File: config.mk
export PLATFORM = sky130hd
export DESIGN_NAME = hlr_area_unit
export DESIGN_NICKNAME = d
export VERILOG_FILES = /design/src/hw/rtl/hlr_pkg.sv /design/src/hw/rtl/hlr_area_unit.sv
export SDC_FILE = /design/constraint.sdc
export NUM_CORES = 1
export LEC_CHECK = 0
export ABC_AREA = 0
export BUFFER_PORTS_ARGS = -buffer_cell sky130_fd_sc_hd__buf_2
export CORE_MARGIN = 1
export CORE_UTILIZATION = 46
export DETAILED_ROUTE_END_ITERATION = 8
export GPL_ROUTABILITY_DRIVEN = 0
export PLACE_DENSITY_LB_ADDON = 0.05
export SKIP_CTS_REPAIR_TIMING = 1
export SKIP_LAST_GASP = 1
export SLEW_MARGIN = 20
export SYNTH_ARGS = -nofsm -noshare
export SYNTH_HDL_FRONTEND = slang
export SYNTH_SLANG_ARGS = --single-unit
File: constraint.sdc
create_clock -name clock -period 9.7 [get_ports clock]
set_input_delay 1.455 -clock clock [delete_from_list [all_inputs] [get_ports clock]]
set_output_delay 1.455 -clock clock [all_outputs]
set_load 0.05 [all_outputs]
File: src/hw/rtl/hlr_pkg.sv
// shared constants, types and state codes for the histogram rectangle block
package hlr_pkg;

   localparam int MAX_BARS_DEF    = 1024;
   localparam int HEIGHT_BITS_DEF = 16;
   localparam int HEIGHT_PORT_BITS = 16;
   localparam int AREA_BITS        = 26;
   localparam logic [AREA_BITS-1:0] AREA_MAX = {AREA_BITS{1'b1}};

   typedef enum logic [1:0] {
      ST_IDLE,
      ST_CMP,
      ST_POP,
      ST_LOAD
   } state_type;

   typedef struct packed {
      logic score;
      logic clear;
   } area_cmd_type;

endpackage

File: src/hw/rtl/hlr_area_unit.sv
// candidate area multiply and running maximum with output saturation
module hlr_area_unit #(
   parameter int HW = 16,
   parameter int CW = 11
) (
   input  logic                          clock,
   input  logic                          reset,
   input  hlr_pkg::area_cmd_type         cmd,
   input  logic [HW-1:0]                 score_h,
   input  logic [CW-1:0]                 score_w,
   output logic [hlr_pkg::AREA_BITS-1:0] max_area
);
   import hlr_pkg::*;

   localparam int AW = HW + CW;
   localparam int SW = (AW > AREA_BITS) ? AW : AREA_BITS;

   logic [AW-1:0] prod_ff;
   logic [AW-1:0] prod_in;
   logic          prod_vld_ff;
   logic [AW-1:0] best_ff;
   logic [SW-1:0] best_x;

   assign prod_in = AW'(score_h) * AW'(score_w);

   always_ff @(posedge clock) begin
      if (cmd.score) begin
         prod_ff <= prod_in;
      end
   end

   always_ff @(posedge clock) begin
      if (reset || cmd.clear) begin
         prod_vld_ff <= 1'b0;
         best_ff     <= '0;
      end else begin
         prod_vld_ff <= cmd.score;
         if (prod_vld_ff && prod_ff > best_ff) begin
            best_ff <= prod_ff;
         end
      end
   end

   assign best_x   = SW'(best_ff);
   assign max_area = (best_x > SW'(AREA_MAX)) ? AREA_MAX : best_x[AREA_BITS-1:0];

endmodule
==> metrics.txt, run 1 <==
CP endpoint kind=flop; top-count cell post-synth=inv_1; vias in the first global route=6183; via/cell ratio=5.02; Die Span X=136 um; Ports=57; CP max stage cell=fa_1; Worst-Skew Late Latency=0.30 ns; first-pass GRT wire length=29.8 mm; flop2flop setup slack=6.11 ns; CTS root buffer=clkbuf_16; ys async rst share=0%; Routed wire per std cell=15.1 um; crit path buf inv count=4; worst clock skew=0.00456 ns; layout net count=1184; # DRC=0; Worst Hold Class=flop to flop; area leader, netlist=fa_1; Area contributors post-synth=fa_1 30%, ha_1 14%, edfxtp_1 9.8%; crit-path max FO=16; shortest period the worst path allows=6.36 ns; Rows=48; Max-slew headroom=51.3%; post-route clock period utilization=65.6%; Reg clk slew, reported paths=0.07 ns; number of CTS-inserted buffers=5; Required @ worst endpoint=9.75 ns; Max Root-Sink Buffers=2; Setup Total Neg Slack=0 ns; post-synthesis cell area=8260 um2; commonest cells in the netlist=181 x inv_1, 131 x nand2_1, 125 x fa_1; grt total ovfl=0; Routed Wire Length=17.6 mm; highest clock rate=0.157 GHz; # port buffers=56; PD cells=279 nW/um2; RSZ-0062 raised after global routing=no; Critical Path Source Type=primary input; Yosys warning count=0; Syn Nets=1155; via count=5828; final hold vios=0; Filler cells=1666; Largest stage delay, worst path=0.55 ns; Post-synth EDFFs=27; Slew Viols, Final=0; initial antenna violation count=0; Worst EP arrival=6.41 ns; post-synthesis register bit count=55; die area=18500 um2; area added between synthesis and finish=7.22%; layout cells sized above 1=8.32%; H-tree levels=2; Cell Chain, Critical Path=buf_2 -> nand2_1 -> fa_1 -> fa_1 -> inv_1 -> fa_1 -> fa_1 -> inv_1 -> fa_1 -> inv_1 -> ha_1 -> a211oi_2 -> nor2_2 -> nor4b_2 -> o21ai_1 -> a31o_1 -> a21oi_1 -> xnor2_1; crit-path most repeated cell=fa_1; area of the core=17400 um2; Num Clock Sinks=55; Seq/Total Area, Yosys=16.6%; n_diodes=0; starting density of the core=47.4%; Synth cell types=53; Routed Antenna Nets=0; CP delay by family, top=adder cells; peak supply drop=0.133 mV; die height=136 um; Slew @ Worst Pin=0.726 ns; DRT iter0 DRCs=263; top cell type's share of synthesized area=30.3%; Synth Instances=907; Post-synth top flop=dfxtp_1; Worst Hold Slack=0.497 ns; status=finished, final reports clean; P_leak=4.62 nW; DPL Wire Length=14.5 mm; Final Setup Violations=0; area of the multi-input gates=6070 um2; drt first pass iters=6; largest net degree at the start of global routing=29; synthesized area per cell=9.11 um2; Max-Cap Viols=0; Register Area=1370 um2; CTS tree=done; total track usage=20.3%; Util after Layout=50.9%; critical path class=primary input to flop
==> state kept, by name, summed over array words and instances, names as in the netlist <==
signal and cells:
prod_ff 27, best_ff 27, prod_vld_ff 1
==> logic make-up after synthesis <==
family | Yosys count | share of synthesized area [%]
AOI/OAI and AO/OA | 69 | 5.72
and+or+nand+nor | 299 | 17.6
adders and majority gates | 217 | 44.2
muxes | 27 | 3.27
xor gates and xnor gates | 23 | 2.44
DFF | 55 | 16.6
buffers and inverters | 217 | 10.2
==> tightest hold or removal path, cell delays in order, from the launching register on <==
cell and delay, ns:
dfxtp_1 0.33, mux2i_1 0.07, nor2_1 0.07
==> report_power, final <==
group / leakage (nW) / switching (mW) / internal [mW]
Combinational: 4.05 / 1.06 / 0.793
Sequential: 0.490 / 0.0371 / 0.394
Clock: 0.0746 / 0.0848 / 0.0972
==> layout make-up <==
| cell class | count | area share (%) |
|---|---|---|
| Clock buffer | 5 | 1.41 |
| Multi-Input combinational cell | 635 | 68.5 |
| Timing Repair Buffer | 57 | 3.47 |
| Sequential cell | 55 | 15.5 |
| Clock inverter | 3 | 0.254 |
| Tap cell | 225 | 3.18 |
| Inverter | 182 | 7.71 |
==> metal layers <==
layer	vias to the layer above	GRT usage, %	share of wire (%)
met3	18	1.57	3.5
li1	2861	-	-
met5	-	0	0
met2	127	34.2	46
met1	2822	28.2	49
met4	0	5.19	1.5
==> cells in the final DEF (no fill, tap or decap), types with 14 or more instances in the layout <==
cell,n
buf_2,56
and2_1,87
xnor2_1,14
edfxtp_1,27
nand2_1,131
fa_1,125
nor2_1,44
ha_1,92
inv_1,181
mux2i_1,27
dfxtp_1,28
a21oi_1,23
==> metrics by stage <==
| stage | std cells | setup slack [ns] | cell area (um2) | power [mW] |
|---|---|---|---|---|
| final | 1162 | 3.34 | 8860 | 2.47 |
| after global routing | 1162 | 3.09 | 8860 | 2.77 |
| after CTS | 1162 | 3.35 | 8860 | 2.49 |
| after detailed placement | 1154 | 3.02 | 8710 | 2.29 |
| after global placement | 1153 | 3.10 | 8680 | 2.25 |
| after floorplan | 907 | 3.34 | 8260 | 1.90 |
==> worst paths after layout <==
path,from,end,depth (start not counted)
hold reg to reg,best_ff[10],best_ff[10],2
setup reg to reg,best_ff[26],best_ff[21],9
setup / recovery,score_w[10],prod_ff[17],18
hold / removal,best_ff[10],best_ff[10],2
No activity file was read; power rests on OpenSTA's default activity.
==> run 2: changes to the inputs <==
Settings changed: ABC_AREA 0 to 1.
Clock period 9.7 ns to 5.29 ns, I/O delays scaled along.
==> run 2 against run 1 <==
Net effect: combinational power is 130% higher; non-clock buffer count is 74 higher; sequential share of layout area is 1.8 points lower; hold slack worse by 0.016 ns; clock-buffer cell count is 1 higher; cell area is 13% higher; wire length is 10% higher; critical endpoint is now prod_ff[24]; largest cell class unchanged.
==> metrics.txt, run 2 <==
mux cell area share after synthesis=0%; Worst-Skew Late Latency=0.30 ns; Synth Instances=1192; area of the core=18800 um2; Routed Wire Length=19.4 mm; Final WS setup=0.232 ns; Slew @ Worst Pin=0.906 ns; most frequent cells in the layout=320 x nand2_1, 320 x inv_1, 125 x fa_1, 92 x ha_1, 73 x buf_4; CTS root buffer=clkbuf_16; CTS tree=done; DP Cell Count=1531; crit-path max FO=9; CP endpoint kind=flop; fin cells=1539; synthesized area per cell=7.47 um2; ys async rst share=0%; RSZ-0062 raised after global routing=yes; Area contributors post-synth=fa_1 28%, inv_1 13%, nand2_1 13%; Required @ worst endpoint=5.35 ns; starting density of the core=47.3%; drt first pass iters=5; Critical Path Source Type=primary input; layout cells sized above 1=11.7%; largest registers=best_ff (27), prod_ff (27), prod_vld_ff (1); dpl ws=-0.201 ns; largest net degree at the start of global routing=55; Max-slew headroom=39.5%; die area=19900 um2; commonest cells in the netlist=320 x inv_1, 320 x nand2_1, 125 x fa_1; H-tree levels=2; Routed Antenna Nets=0; Final Setup Violations=0; n_diodes=0; Synth cell types=35; Post-synth EDFFs=27; post-synthesis simple-gate area fraction=20.1%; DRT iter0 DRCs=233; area leader, netlist=fa_1; Ports=57; die height=141 um; Max Root-Sink Buffers=2; Die Span X=141 um; Rows=50; Syn Nets=1440; Final Cell Area=10000 um2; status=finished, final reports clean; P_leak=5.82 nW; Worst Hold Class=flop to flop; post-route clock period utilization=95.6%; grt total ovfl=0; via/cell ratio=4.61; via count=7089; Yosys warning count=0; Design Power=5.45 mW; highest clock rate=0.198 GHz; Worst EP arrival=5.11 ns; top cell type's share of synthesized area=28.1%; Synth Area in Adders=41.0%; initial antenna violation count=0; PD cells=545 nW/um2; xor/xnor share of the synthesized area=1.67%; first-pass GRT wire length=33.7 mm; area added between synthesis and finish=12.3%; total track usage=21.0%; shortest period the worst path allows=5.06 ns; number of CTS-inserted buffers=5; post-synthesis register bit count=55; Post-synth top flop=dfxtp_1; Reg clk slew, reported paths=0.07 ns; Slew Viols, Final=0; vias in the first global route=7211; peak supply drop=0.354 mV; Max-Cap Viols=0; largest family of logic cells by synthesized area=adder cells; worst clock skew=0.00287 ns; HP Start=best_ff[18]; DPL Wire Length=16.8 mm; post-synthesis cell area=8900 um2; crit path from=score_w[7]; layout net count=1526; # DRC=0; Worst R2R Start=best_ff[26]; DP Area=9830 um2; # port buffers=56; critical path class=primary input to flop; Num Clock Sinks=55; Routed wire per std cell=12.6 um; compound-gate portion of the synthesized area=5.19%; final hold vios=0; Worst Hold Slack=0.481 ns; Seq/Total Area, Yosys=15.4%
run 2: worst max-delay path: stages:
cell and delay (ns):
buf_2 0.19, buf_4 0.17, nand2_1 0.05, inv_1 0.06, fa_1 0.43, fa_1 0.58, fa_1 0.47, fa_1 0.55
inv_1 0.05, fa_1 0.52, inv_1 0.04, ha_1 0.35, nand2_1 0.12, nor2_1 0.16, nand4_1 0.11, o21ai_2 0.23
nand2_1 0.10, nand3_1 0.08, nand2_1 0.06
run 2: final timing paths:
| check | endpoint | slack, ns | depth (start not counted) |
|---|---|---|---|
| hold / removal | best_ff[18] | 0.48 | 2 |
| hold reg to reg | best_ff[18] | 0.48 | 2 |
| setup reg to reg | best_ff[26] | 2.54 | 12 |
| setup / recovery | prod_ff[24] | 0.23 | 19 |
run 2: layout make-up:
cell class,instances,area [um2]
sequential,55,1370
fill,1886,8830
inverter,321,1200
timing repair buffer,131,871
clock buffer,6,129
multi-input combinational,764,6080
clock inverter,2,16.3
tap,260,325
run 2: metal layers:
metal / routed length [um] / vias up / global-route usage [%]
met2: 9500 / 102 / 38.1
met5: 0 / - / 0
li1: - / 3661 / -
met3: 507 / 15 / 1.49
met4: 184 / 0 / 3.60
met1: 9240 / 3311 / 27.7
run 2: power breakdown:
part | leakage, nW | total (mW) | internal, mW | switching (mW)
sequential | 0.490 | 0.793 | 0.725 | 0.0680
combinational | 5.26 | 4.32 | 1.84 | 2.48
clock | 0.0675 | 0.335 | 0.178 | 0.157
run 2: kinds of logic after synthesis:
logic type	Yosys count
AND/OR/NAND/NOR	445
buffers and inverters	373
adder cells (fa/ha/maj)	217
AO/OA/AOI/OAI	85
flip-flops	55
XOR/XNOR	17
run 2: through the flow:
step,setup TNS [ns],util (%)
after CTS,0,53.0
after global routing,-0.0145,53.1
after global placement,-0.707,52.2
after detailed placement,-1.13,52.2
after floorplan,-0.000118,-
final,0,53.1
